[src/sv/uycd_pkg.sv]
`default_nettype none

package uycd_pkg;

    // Source raster defaults
    localparam int SRC_WIDTH_DEF  = 640;
    localparam int SRC_HEIGHT_DEF = 480;

    // Field widths
    localparam int BYTE_W  = 8;
    localparam int DIM_W   = 9;
    localparam int STEP_W  = 9;
    localparam int CROP_W  = 10;
    localparam int RGB_W   = 16;
    localparam int CFG_W   = 10;
    localparam int CFG_IDX_W = 2;

    // One quad carries two pixels
    localparam int LANES = 2;

    // Register reset values
    localparam logic [DIM_W-1:0]  OUT_WIDTH_RST   = 9'd160;
    localparam logic [DIM_W-1:0]  OUT_HEIGHT_RST  = 9'd160;
    localparam logic [STEP_W-1:0] SAMPLE_STEP_RST = 9'd3;
    localparam logic [CROP_W-1:0] CROP_LEFT_RST   = 10'd80;

    // Fixed-point conversion
    localparam int SUM_W = 20;
    localparam logic [BYTE_W-1:0]       LUMA_OFS   = 8'd16;
    localparam logic signed [SUM_W-1:0] CHROMA_OFS = 20'sd128;
    localparam logic signed [SUM_W-1:0] COEF_Y     = 20'sd298;
    localparam logic signed [SUM_W-1:0] COEF_RV    = 20'sd409;
    localparam logic signed [SUM_W-1:0] COEF_GU    = 20'sd100;
    localparam logic signed [SUM_W-1:0] COEF_GV    = 20'sd208;
    localparam logic signed [SUM_W-1:0] COEF_BU    = 20'sd516;
    localparam logic signed [SUM_W-1:0] ROUND      = 20'sd128;

    // Register indexes
    typedef enum logic [CFG_IDX_W-1:0] {
        REG_OUT_WIDTH   = 2'd0,
        REG_OUT_HEIGHT  = 2'd1,
        REG_SAMPLE_STEP = 2'd2,
        REG_CROP_LEFT   = 2'd3
    } cfg_idx_e;

    typedef struct packed {
        logic [DIM_W-1:0]  out_width;
        logic [DIM_W-1:0]  out_height;
        logic [STEP_W-1:0] sample_step;
        logic [CROP_W-1:0] crop_left;
    } cfg_t;

    // Sampled pixel on its way into a conversion lane
    typedef struct packed {
        logic              emit;
        logic              row_end;
        logic              frame_end;
        logic [BYTE_W-1:0] luma;
        logic [BYTE_W-1:0] cu;
        logic [BYTE_W-1:0] cv;
    } lane_in_t;

    // Converted pixel leaving a lane
    typedef struct packed {
        logic             emit;
        logic             row_end;
        logic             frame_end;
        logic [RGB_W-1:0] rgb;
    } pix_t;

endpackage

`default_nettype wire

[src/sv/uycd_if.sv]
`default_nettype none

interface uycd_yuv_if;
    logic                        valid;
    logic                        ready;
    logic [uycd_pkg::BYTE_W-1:0] chroma_u;
    logic [uycd_pkg::BYTE_W-1:0] luma_even;
    logic [uycd_pkg::BYTE_W-1:0] chroma_v;
    logic [uycd_pkg::BYTE_W-1:0] luma_odd;
    logic                        frame_start;

    modport source (
        output valid, chroma_u, luma_even, chroma_v, luma_odd, frame_start,
        input  ready
    );
    modport sink (
        input  valid, chroma_u, luma_even, chroma_v, luma_odd, frame_start,
        output ready
    );
endinterface

interface uycd_rgb_if;
    logic                       valid;
    logic                       ready;
    logic [uycd_pkg::RGB_W-1:0] rgb565;
    logic                       row_end;
    logic                       frame_end;

    modport source (
        output valid, rgb565, row_end, frame_end,
        input  ready
    );
    modport sink (
        input  valid, rgb565, row_end, frame_end,
        output ready
    );
endinterface

`default_nettype wire

[src/sv/uycd_ctrl.sv]
`default_nettype none

module uycd_ctrl #(
    parameter int SRC_WIDTH  = uycd_pkg::SRC_WIDTH_DEF,
    parameter int SRC_HEIGHT = uycd_pkg::SRC_HEIGHT_DEF
) (
    input  wire                                          clk,
    input  wire                                          rst_n,
    input  uycd_pkg::cfg_t                               cfg,
    input  wire                                          adv,
    input  wire                                          fire,
    input  wire                                          frame_start,
    input  wire  [uycd_pkg::BYTE_W-1:0]                  chroma_u,
    input  wire  [uycd_pkg::BYTE_W-1:0]                  luma_even,
    input  wire  [uycd_pkg::BYTE_W-1:0]                  chroma_v,
    input  wire  [uycd_pkg::BYTE_W-1:0]                  luma_odd,
    output uycd_pkg::lane_in_t [uycd_pkg::LANES-1:0]     lanes
);

    localparam int QUADS  = (SRC_WIDTH + 1) / 2;
    localparam int QC_W   = (QUADS > 1) ? $clog2(QUADS) : 1;
    localparam int X_W    = QC_W + 1;
    localparam int SR_W   = (SRC_HEIGHT > 1) ? $clog2(SRC_HEIGHT) : 1;
    localparam int NSC_W  = $clog2(SRC_WIDTH + (1 << uycd_pkg::CROP_W));
    localparam int NSR_W  = $clog2(SRC_HEIGHT + (1 << uycd_pkg::STEP_W));
    localparam int PROD_W = uycd_pkg::STEP_W + uycd_pkg::DIM_W;
    localparam int DIM_W  = uycd_pkg::DIM_W;
    localparam int CNT_W  = DIM_W + 1;

    localparam logic [QC_W-1:0]  QC_LAST = QC_W'(QUADS - 1);
    localparam logic [SR_W-1:0]  SR_LAST = SR_W'(SRC_HEIGHT - 1);
    localparam logic [X_W:0]     X_LIMIT = (X_W + 1)'(SRC_WIDTH);
    localparam logic [PROD_W-1:0] H_LIMIT = PROD_W'(SRC_HEIGHT);

    logic [QC_W-1:0]  qc_reg,  qc_next;
    logic [SR_W-1:0]  sr_reg,  sr_next;
    logic [DIM_W-1:0] oc_reg,  oc_next;
    logic [DIM_W-1:0] or_reg,  or_next;
    logic [NSC_W-1:0] nsc_reg, nsc_next;
    logic [NSR_W-1:0] nsr_reg, nsr_next;

    logic [QC_W-1:0]  qc_c;
    logic [SR_W-1:0]  sr_c;
    logic [DIM_W-1:0] oc_c;
    logic [DIM_W-1:0] or_c;
    logic [NSC_W-1:0] nsc_c, nsc1, step_c;
    logic [NSR_W-1:0] nsr_c;
    logic [X_W-1:0]   x0, x1;
    logic [CNT_W-1:0] oc_w, oc1, width_w;
    logic             enabled, row_on, last_row, x1_in;
    logic             e0, e1, re0, re1;
    logic [PROD_W-1:0] area;

    uycd_pkg::lane_in_t [uycd_pkg::LANES-1:0] lanes_reg, lanes_next;

    // Take the counters as restarted when the quad opens a frame
    always_comb
    begin
        qc_c  = frame_start ? '0 : qc_reg;
        sr_c  = frame_start ? '0 : sr_reg;
        oc_c  = frame_start ? '0 : oc_reg;
        or_c  = frame_start ? '0 : or_reg;
        nsc_c = frame_start ? NSC_W'(cfg.crop_left) : nsc_reg;
        nsr_c = frame_start ? '0 : nsr_reg;
    end

    // Decide which of the two pixels are sampled
    always_comb
    begin
        step_c   = NSC_W'(cfg.sample_step);
        area     = PROD_W'(cfg.sample_step) * PROD_W'(cfg.out_height);
        enabled  = (cfg.sample_step != '0) && (area <= H_LIMIT);
        row_on   = enabled && (or_c < cfg.out_height) && (NSR_W'(sr_c) == nsr_c);
        last_row = ({1'b0, or_c} + CNT_W'(1)) == {1'b0, cfg.out_height};
        width_w  = {1'b0, cfg.out_width};
        x0       = {qc_c, 1'b0};
        x1       = {qc_c, 1'b1};
        x1_in    = {1'b0, x1} < X_LIMIT;
        oc_w     = {1'b0, oc_c};

        e0   = row_on && (oc_w < width_w) && (NSC_W'(x0) == nsc_c);
        re0  = (oc_w + CNT_W'(1)) == width_w;
        oc1  = oc_w + CNT_W'(e0);
        nsc1 = e0 ? nsc_c + step_c : nsc_c;
        e1   = row_on && x1_in && (oc1 < width_w) && (NSC_W'(x1) == nsc1);
        re1  = (oc1 + CNT_W'(1)) == width_w;
    end

    // Advance the raster position
    always_comb
    begin
        qc_next  = qc_c + QC_W'(1);
        sr_next  = sr_c;
        oc_next  = oc1[DIM_W-1:0] + DIM_W'(e1);
        or_next  = or_c;
        nsc_next = e1 ? nsc1 + step_c : nsc1;
        nsr_next = nsr_c;
        if (qc_c == QC_LAST)
        begin
            qc_next  = '0;
            oc_next  = '0;
            nsc_next = NSC_W'(cfg.crop_left);
            if (sr_c == SR_LAST)
            begin
                sr_next  = '0;
                or_next  = '0;
                nsr_next = '0;
            end
            else
            begin
                sr_next  = sr_c + SR_W'(1);
                or_next  = or_c + DIM_W'(row_on);
                nsr_next = row_on ? nsr_c + NSR_W'(cfg.sample_step) : nsr_c;
            end
        end
    end

    // Build the lane requests
    always_comb
    begin
        lanes_next[0].emit      = fire && e0;
        lanes_next[0].row_end   = re0;
        lanes_next[0].frame_end = re0 && last_row;
        lanes_next[0].luma      = luma_even;
        lanes_next[0].cu        = chroma_u;
        lanes_next[0].cv        = chroma_v;
        lanes_next[1].emit      = fire && e1;
        lanes_next[1].row_end   = re1;
        lanes_next[1].frame_end = re1 && last_row;
        lanes_next[1].luma      = luma_odd;
        lanes_next[1].cu        = chroma_u;
        lanes_next[1].cv        = chroma_v;
    end

    // Hold position counters
    always_ff @(posedge clk or negedge rst_n)
    begin
        if (!rst_n)
        begin
            qc_reg  <= '0;
            sr_reg  <= '0;
            oc_reg  <= '0;
            or_reg  <= '0;
            nsc_reg <= NSC_W'(uycd_pkg::CROP_LEFT_RST);
            nsr_reg <= '0;
        end
        else if (fire)
        begin
            qc_reg  <= qc_next;
            sr_reg  <= sr_next;
            oc_reg  <= oc_next;
            or_reg  <= or_next;
            nsc_reg <= nsc_next;
            nsr_reg <= nsr_next;
        end
    end

    // Register the lane requests
    always_ff @(posedge clk or negedge rst_n)
    begin
        if (!rst_n)
        begin
            lanes_reg <= '0;
        end
        else if (adv)
        begin
            lanes_reg <= lanes_next;
        end
    end

    assign lanes = lanes_reg;

endmodule

`default_nettype wire

[src/sv/uycd_lane.sv]
`default_nettype none

module uycd_lane (
    input  wire                 clk,
    input  wire                 rst_n,
    input  wire                 adv,
    input  uycd_pkg::lane_in_t  lin,
    output uycd_pkg::pix_t      pout
);

    localparam int SUM_W  = uycd_pkg::SUM_W;
    localparam int BYTE_W = uycd_pkg::BYTE_W;

    function automatic logic [BYTE_W-1:0] sat8(input logic signed [SUM_W-1:0] t);
        logic [BYTE_W-1:0] res;
        begin
            if (t[SUM_W-1])
                res = '0;
            else if (t[SUM_W-2:2*BYTE_W] != '0)
                res = '1;
            else
                res = t[2*BYTE_W-1:BYTE_W];
            return res;
        end
    endfunction

    logic [BYTE_W-1:0]       yc;
    logic signed [SUM_W-1:0] ys, us, vs;
    logic signed [SUM_W-1:0] py_next, prv_next, pgu_next, pgv_next, pbu_next;
    logic signed [SUM_W-1:0] py_reg, prv_reg, pgu_reg, pgv_reg, pbu_reg;
    logic signed [SUM_W-1:0] r_sum, g_sum, b_sum;
    logic [BYTE_W-1:0]       r8, g8, b8;
    logic                    emit_reg, row_end_reg, frame_end_reg;
    uycd_pkg::pix_t          pout_reg, pout_next;

    // Remove offsets and form the coefficient products
    always_comb
    begin
        yc = (lin.luma > uycd_pkg::LUMA_OFS) ? lin.luma - uycd_pkg::LUMA_OFS : '0;
        ys = $signed({{(SUM_W - BYTE_W){1'b0}}, yc});
        us = $signed({{(SUM_W - BYTE_W){1'b0}}, lin.cu}) - uycd_pkg::CHROMA_OFS;
        vs = $signed({{(SUM_W - BYTE_W){1'b0}}, lin.cv}) - uycd_pkg::CHROMA_OFS;
        py_next  = ys * uycd_pkg::COEF_Y;
        prv_next = vs * uycd_pkg::COEF_RV;
        pgu_next = us * uycd_pkg::COEF_GU;
        pgv_next = vs * uycd_pkg::COEF_GV;
        pbu_next = us * uycd_pkg::COEF_BU;
    end

    // Sum, saturate and pack
    always_comb
    begin
        r_sum = py_reg + prv_reg + uycd_pkg::ROUND;
        g_sum = py_reg - pgu_reg - pgv_reg + uycd_pkg::ROUND;
        b_sum = py_reg + pbu_reg + uycd_pkg::ROUND;
        r8    = sat8(r_sum);
        g8    = sat8(g_sum);
        b8    = sat8(b_sum);
        pout_next.emit      = emit_reg;
        pout_next.row_end   = row_end_reg;
        pout_next.frame_end = frame_end_reg;
        pout_next.rgb       = {r8[7:3], g8[7:2], b8[7:3]};
    end

    // Hold the product stage
    always_ff @(posedge clk)
    begin
        if (adv)
        begin
            py_reg        <= py_next;
            prv_reg       <= prv_next;
            pgu_reg       <= pgu_next;
            pgv_reg       <= pgv_next;
            pbu_reg       <= pbu_next;
            row_end_reg   <= lin.row_end;
            frame_end_reg <= lin.frame_end;
        end
    end

    always_ff @(posedge clk or negedge rst_n)
    begin
        if (!rst_n)
        begin
            emit_reg <= 1'b0;
        end
        else if (adv)
        begin
            emit_reg <= lin.emit;
        end
    end

    // Hold the packed pixel
    always_ff @(posedge clk or negedge rst_n)
    begin
        if (!rst_n)
        begin
            pout_reg <= '0;
        end
        else if (adv)
        begin
            pout_reg <= pout_next;
        end
    end

    assign pout = pout_reg;

endmodule

`default_nettype wire

[src/sv/uycd_merge.sv]
`default_nettype none

module uycd_merge (
    input  wire                                      clk,
    input  wire                                      rst_n,
    input  uycd_pkg::pix_t [uycd_pkg::LANES-1:0]     pix,
    output logic                                     adv,
    uycd_rgb_if.source                               rgb
);

    logic [1:0]     cnt_reg, cnt_next;
    uycd_pkg::pix_t slot0_reg, slot0_next;
    uycd_pkg::pix_t slot1_reg, slot1_next;
    logic           out_fire;

    // Advance the pipeline once the held pair is gone or leaving
    assign adv      = (cnt_reg == 2'd0) || ((cnt_reg == 2'd1) && rgb.ready);
    assign out_fire = (cnt_reg != 2'd0) && rgb.ready;

    // Load a new pair, packed to the front, or shift out one request
    always_comb
    begin
        cnt_next   = cnt_reg;
        slot0_next = slot0_reg;
        slot1_next = slot1_reg;
        if (adv)
        begin
            slot1_next = pix[1];
            if (pix[0].emit)
            begin
                slot0_next = pix[0];
                cnt_next   = pix[1].emit ? 2'd2 : 2'd1;
            end
            else
            begin
                slot0_next = pix[1];
                cnt_next   = pix[1].emit ? 2'd1 : 2'd0;
            end
        end
        else if (out_fire)
        begin
            slot0_next = slot1_reg;
            cnt_next   = cnt_reg - 2'd1;
        end
    end

    always_ff @(posedge clk or negedge rst_n)
    begin
        if (!rst_n)
        begin
            cnt_reg <= 2'd0;
        end
        else
        begin
            cnt_reg <= cnt_next;
        end
    end

    always_ff @(posedge clk)
    begin
        slot0_reg <= slot0_next;
        slot1_reg <= slot1_next;
    end

    assign rgb.valid     = cnt_reg != 2'd0;
    assign rgb.rgb565    = slot0_reg.rgb;
    assign rgb.row_end   = slot0_reg.row_end;
    assign rgb.frame_end = slot0_reg.frame_end;

endmodule

`default_nettype wire

[src/sv/uyvy_crop_decimate_to_rgb565.sv]
// Path: lane request, product stage, packed pixel and output pair registers.
// Throughput: one quad per cycle while rgb is ready; a quad with both pixels
//   sampled (sample_step of 1) stalls the next until its first pixel leaves rgb.
// Reset: rst_n clears position counters and emit flags, empties the output pair
//   and loads the register defaults (160 x 160, step 3, crop at column 80).
`default_nettype none

module uyvy_crop_decimate_to_rgb565 #(
    parameter int SRC_WIDTH  = uycd_pkg::SRC_WIDTH_DEF,
    parameter int SRC_HEIGHT = uycd_pkg::SRC_HEIGHT_DEF
) (
    input  wire                               clk,
    input  wire                               rst_n,
    uycd_yuv_if.sink                          yuv,
    uycd_rgb_if.source                        rgb,
    input  wire                               cfg_we,
    input  wire  [uycd_pkg::CFG_IDX_W-1:0]    cfg_index,
    input  wire  [uycd_pkg::CFG_W-1:0]        cfg_data
);

    uycd_pkg::cfg_t                           cfg_reg;
    uycd_pkg::lane_in_t [uycd_pkg::LANES-1:0] lanes;
    uycd_pkg::pix_t     [uycd_pkg::LANES-1:0] pix;
    logic                                     adv;
    logic                                     fire;

    // Write configuration registers
    always_ff @(posedge clk or negedge rst_n)
    begin
        if (!rst_n)
        begin
            cfg_reg.out_width   <= uycd_pkg::OUT_WIDTH_RST;
            cfg_reg.out_height  <= uycd_pkg::OUT_HEIGHT_RST;
            cfg_reg.sample_step <= uycd_pkg::SAMPLE_STEP_RST;
            cfg_reg.crop_left   <= uycd_pkg::CROP_LEFT_RST;
        end
        else if (cfg_we)
        begin
            case (uycd_pkg::cfg_idx_e'(cfg_index))
                uycd_pkg::REG_OUT_WIDTH:
                    cfg_reg.out_width   <= cfg_data[uycd_pkg::DIM_W-1:0];
                uycd_pkg::REG_OUT_HEIGHT:
                    cfg_reg.out_height  <= cfg_data[uycd_pkg::DIM_W-1:0];
                uycd_pkg::REG_SAMPLE_STEP:
                    cfg_reg.sample_step <= cfg_data[uycd_pkg::STEP_W-1:0];
                uycd_pkg::REG_CROP_LEFT:
                    cfg_reg.crop_left   <= cfg_data[uycd_pkg::CROP_W-1:0];
                default:
                    cfg_reg <= cfg_reg;
            endcase
        end
    end

    // Accept a quad whenever the pipeline moves
    assign yuv.ready = adv;
    assign fire      = yuv.valid && adv;

    uycd_ctrl #(
        .SRC_WIDTH  (SRC_WIDTH),
        .SRC_HEIGHT (SRC_HEIGHT)
    ) u_ctrl (
        .clk         (clk),
        .rst_n       (rst_n),
        .cfg         (cfg_reg),
        .adv         (adv),
        .fire        (fire),
        .frame_start (yuv.frame_start),
        .chroma_u    (yuv.chroma_u),
        .luma_even   (yuv.luma_even),
        .chroma_v    (yuv.chroma_v),
        .luma_odd    (yuv.luma_odd),
        .lanes       (lanes)
    );

    // Convert both pixels of the quad side by side
    for (genvar i = 0; i < uycd_pkg::LANES; i++)
    begin : g_lane
        uycd_lane u_lane (
            .clk   (clk),
            .rst_n (rst_n),
            .adv   (adv),
            .lin   (lanes[i]),
            .pout  (pix[i])
        );
    end

    uycd_merge u_merge (
        .clk   (clk),
        .rst_n (rst_n),
        .pix   (pix),
        .adv   (adv),
        .rgb   (rgb)
    );

endmodule

`default_nettype wire
[src/flat_wrapper.sv]
// flat-port wrapper written by rule: the top's interface ports become plain ports
module uyvy_crop_decimate_to_rgb565_flat 
#(
    parameter int SRC_WIDTH  = uycd_pkg::SRC_WIDTH_DEF,
    parameter int SRC_HEIGHT = uycd_pkg::SRC_HEIGHT_DEF
)
  (clk, rst_n, cfg_we, cfg_index, cfg_data, yuv_valid, yuv_chroma_u, yuv_luma_even, yuv_chroma_v, yuv_luma_odd, yuv_frame_start, yuv_ready, rgb_valid, rgb_rgb565, rgb_row_end, rgb_frame_end, rgb_ready);
  uycd_yuv_if yuv_i ();
  uycd_rgb_if rgb_i ();
  input  wire clk;
  input  wire rst_n;
  input  wire cfg_we;
  input  wire  [uycd_pkg::CFG_IDX_W-1:0] cfg_index;
  input  wire  [uycd_pkg::CFG_W-1:0] cfg_data;
  input wire logic [$bits(yuv_i.valid)-1:0] yuv_valid;
  input wire logic [$bits(yuv_i.chroma_u)-1:0] yuv_chroma_u;
  input wire logic [$bits(yuv_i.luma_even)-1:0] yuv_luma_even;
  input wire logic [$bits(yuv_i.chroma_v)-1:0] yuv_chroma_v;
  input wire logic [$bits(yuv_i.luma_odd)-1:0] yuv_luma_odd;
  input wire logic [$bits(yuv_i.frame_start)-1:0] yuv_frame_start;
  output wire logic [$bits(yuv_i.ready)-1:0] yuv_ready;
  output wire logic [$bits(rgb_i.valid)-1:0] rgb_valid;
  output wire logic [$bits(rgb_i.rgb565)-1:0] rgb_rgb565;
  output wire logic [$bits(rgb_i.row_end)-1:0] rgb_row_end;
  output wire logic [$bits(rgb_i.frame_end)-1:0] rgb_frame_end;
  input wire logic [$bits(rgb_i.ready)-1:0] rgb_ready;
  assign yuv_i.valid = yuv_valid;
  assign yuv_i.chroma_u = yuv_chroma_u;
  assign yuv_i.luma_even = yuv_luma_even;
  assign yuv_i.chroma_v = yuv_chroma_v;
  assign yuv_i.luma_odd = yuv_luma_odd;
  assign yuv_i.frame_start = yuv_frame_start;
  assign yuv_ready = yuv_i.ready;
  assign rgb_valid = rgb_i.valid;
  assign rgb_rgb565 = rgb_i.rgb565;
  assign rgb_row_end = rgb_i.row_end;
  assign rgb_frame_end = rgb_i.frame_end;
  assign rgb_i.ready = rgb_ready;
  uyvy_crop_decimate_to_rgb565 #(.SRC_WIDTH(SRC_WIDTH), .SRC_HEIGHT(SRC_HEIGHT)) u_core (.clk(clk), .rst_n(rst_n), .yuv(yuv_i), .rgb(rgb_i), .cfg_we(cfg_we), .cfg_index(cfg_index), .cfg_data(cfg_data));
endmodule
[config.mk]
export PLATFORM = sky130hd
export DESIGN_NAME = uyvy_crop_decimate_to_rgb565_flat
export DESIGN_NICKNAME = d
export VERILOG_FILES = /design/src/sv/uycd_pkg.sv /design/src/sv/uycd_if.sv /design/src/sv/uycd_ctrl.sv /design/src/sv/uycd_lane.sv /design/src/sv/uycd_merge.sv /design/src/sv/uyvy_crop_decimate_to_rgb565.sv /design/src/flat_wrapper.sv
export SDC_FILE = /design/constraint.sdc
export NUM_CORES = 1
export LEC_CHECK = 0
export BUFFER_PORTS_ARGS = -buffer_cell sky130_fd_sc_hd__buf_2
export CORE_AREA = 2 2 357 182
export CTS_CLUSTER_SIZE = 40
export DETAILED_ROUTE_END_ITERATION = 16
export DIE_AREA = 0 0 359 184
export PLACE_DENSITY = 0.63
export SYNTH_ARGS = -nofsm -noshare
export SYNTH_HDL_FRONTEND = slang
export SYNTH_SLANG_ARGS = --single-unit
[constraint.sdc]
create_clock -name clk -period 9.3 [get_ports clk]
set_clock_uncertainty 0.15 [all_clocks]
set_input_delay 0.465 -clock clk [delete_from_list [all_inputs] [get_ports clk]]
set_output_delay 0.465 -clock clk [all_outputs]
set_load 0.01 [all_outputs]
==> metrics.txt <==
Slew Limit Fails=0; Root Buffer=clkbuf_16; total CTS buffers=34; Syn Area/Cell=9.54 um^2; via count of the first global-routing pass=21300; crit start category=flip-flop; Top FF cell, synth=dfrtp_1; Total Die Area=66100 um^2; TritonCTS Sinks=307; worst endpoint data arrival time=9160 ps; HP Start=yuv_luma_even[4]; RR Startpoint=u_core.cfg_reg[12]; placed cells=3819; CTS tree=built; Initial Utilization=0.449; Syn-to-layout area delta=11.0%; Hold Crit Class=input pin to flip-flop; CP max stage cell=fa_1; clock slew at reported path FFs=60 ps; Largest delay share family, worst path=adder cells; period utilisation layout=0.959; GRT Overall Usage=0.204; Fmax=112 MHz; port buffer count=69; Netlist cell types=82; drc violations=0; initial antenna violation count=0; Slew @ Worst Pin=1160 ps; Synth async-reset ratio=0.567; R2R cell count=37; Slew HR=0.230; remaining global-route overflow=0; first-pass GRT wire length=110 mm; Post-DP HPWL=51.7 mm; worst setup path startpoint=u_core.cfg_reg[12]; worst-skew pair later-pin latency=540 ps; number of vias per cell=5.44; Yosys reg bits=307; CP Class=flip-flop to flip-flop; outcome=finished, final reports clean; crit path capture type=flip-flop; R2R Setup Slk=380 ps; WL per Instance=17.1 um; share of cells above drive strength 1=0.0919; pre-CTS setup slack=100 ps; cell area after synthesis=28200 um^2; core area=62700 um^2; largest net degree at the start of global routing=73; Final Wtd Congestion=0.891; diode count=0; H-tree depth=2; Vias=21300; total of max-cap violations=0; # nets final=3714; CP bufs+invs=4; RR Endpoint=u_core.u_ctrl.oc_reg[6]; end of the worst hold path=u_core.u_ctrl.lanes[20]; Cells after Synth=2950; post-route ant nets=0; DRT Pass-1 Iters=5; min Tclk post-route=8920 ps; worst endpoint required time=9540 ps; Setup violations, final=0; Routed WL=66.8 mm; slowest stage delay, CP=570 ps; final-report hold violation count=0; Final Non-Filler Cells=3917; final setup margin=380 ps; Die W=359 um; Detailed Route Iter0 Violations=1248; register area share after synthesis=0.297; most frequent cells in the layout=482 x ha_1, 359 x inv_1, 308 x nand2_1, 163 x o21ai_0, 155 x dfrtp_1; I/O Pins=70; number of flops mapped to enable cells by yosys=133; Die Span Y=184 um; Fillers=5800; Post-Synthesis Net Count=3609; Ys Warns=0; clk buf depth=3; commonest non-fill, non-tap cell in the layout=ha_1; Row Count=65; WHS Path Cells=3; crit-path max FO=8
how the worst max path moves through the flow:
stage | slack [ps] | to | depth (start not counted)
4_1_cts | 10 | u_core.u_ctrl.oc_reg[6] | 37
3_3_place_gp | 250 | u_core.u_ctrl.oc_reg[6] | 37
6_report | 380 | u_core.u_ctrl.oc_reg[6] | 37
5_1_grt | -70 | u_core.u_ctrl.oc_reg[6] | 40
3_5_place_dp | 100 | u_core.u_ctrl.oc_reg[6] | 37
2_1_floorplan | 4 | u_core.u_ctrl.oc_reg[6] | 39
metal layers:
layer  GRT usage  wire length (um)
met5           0                 0
met4      0.0457              1370
met3      0.0245              2510
met2       0.361             32400
met1       0.270             30600
cell families after synthesis:
kind of cell	synth area share
mux	0.0298
fa+ha+maj	0.303
buf+inv	0.0599
simple gates	0.140
flops	0.297
xor+xnor	0.0500
compound gates	0.120
synthesized netlist by cell type, types with 33 or more instances:
| cell | n | area [um^2] |
|---|---|---|
| a21o_1 | 44 | 330 |
| a21oi_1 | 138 | 691 |
| and2_1 | 49 | 307 |
| clkbuf_1 | 71 | 267 |
| dfrtp_1 | 164 | 4100 |
| edfxtp_1 | 133 | 3990 |
| fa_1 | 123 | 2460 |
| ha_1 | 486 | 6080 |
| inv_1 | 360 | 1350 |
| mux2_2 | 39 | 439 |
| mux2i_1 | 40 | 400 |
| nand2_1 | 309 | 1160 |
| nand3_1 | 55 | 275 |
| nor2_1 | 142 | 533 |
| nor2b_1 | 51 | 319 |
| nor3_1 | 61 | 305 |
| o21ai_0 | 166 | 831 |
| o21bai_1 | 33 | 248 |
| xnor2_1 | 112 | 981 |
| xor2_1 | 47 | 412 |
stage by stage:
step,TNS [ps],util,hold WS [ps],instance area (um^2)
5_1_grt,-110,0.498,23.4,31200
6_report,0,0.498,10.3,31200
2_1_floorplan,0,-,19.4,28200
3_3_place_gp,0,0.472,278,29600
3_5_place_dp,0,0.472,279,29600
4_1_cts,0,0.495,2.31,31000
repair_timing:
action / in CTS / in global routing
endpoints found under the setup margin: 0 / 20
hold endpoints to repair: 69 / 0
setup buffers: 0 / 11
gates resized for setup: 0 / 33
hold buffers: 26 / 0
worst register-to-register path: cells and delay by family, from the launching register on:
kind                     cells  cell delay, ps
adder cells (fa/ha/maj)     10            3620
XOR/XNOR                     1             130
multiplexers                 1             370
flip-flops                   1             490
AO/OA/AOI/OAI                9            1510
AND/OR/NAND/NOR             12            1960
buffers and inverters        4             550
final cells by class:
cell class,count,area [um^2],share of cell area
clock buffer,49,1000,0.0320
multi-input combinational,2201,18200,0.583
clock inverter,12,198,0.00633
timing repair buffer,150,1040,0.0333
sequential,307,8370,0.268
tap,837,1050,0.0335
inverter,361,1360,0.0435
Power is not shown: default switching activity piles up to over one toggle a cycle in this logic, so the estimate is an artifact.
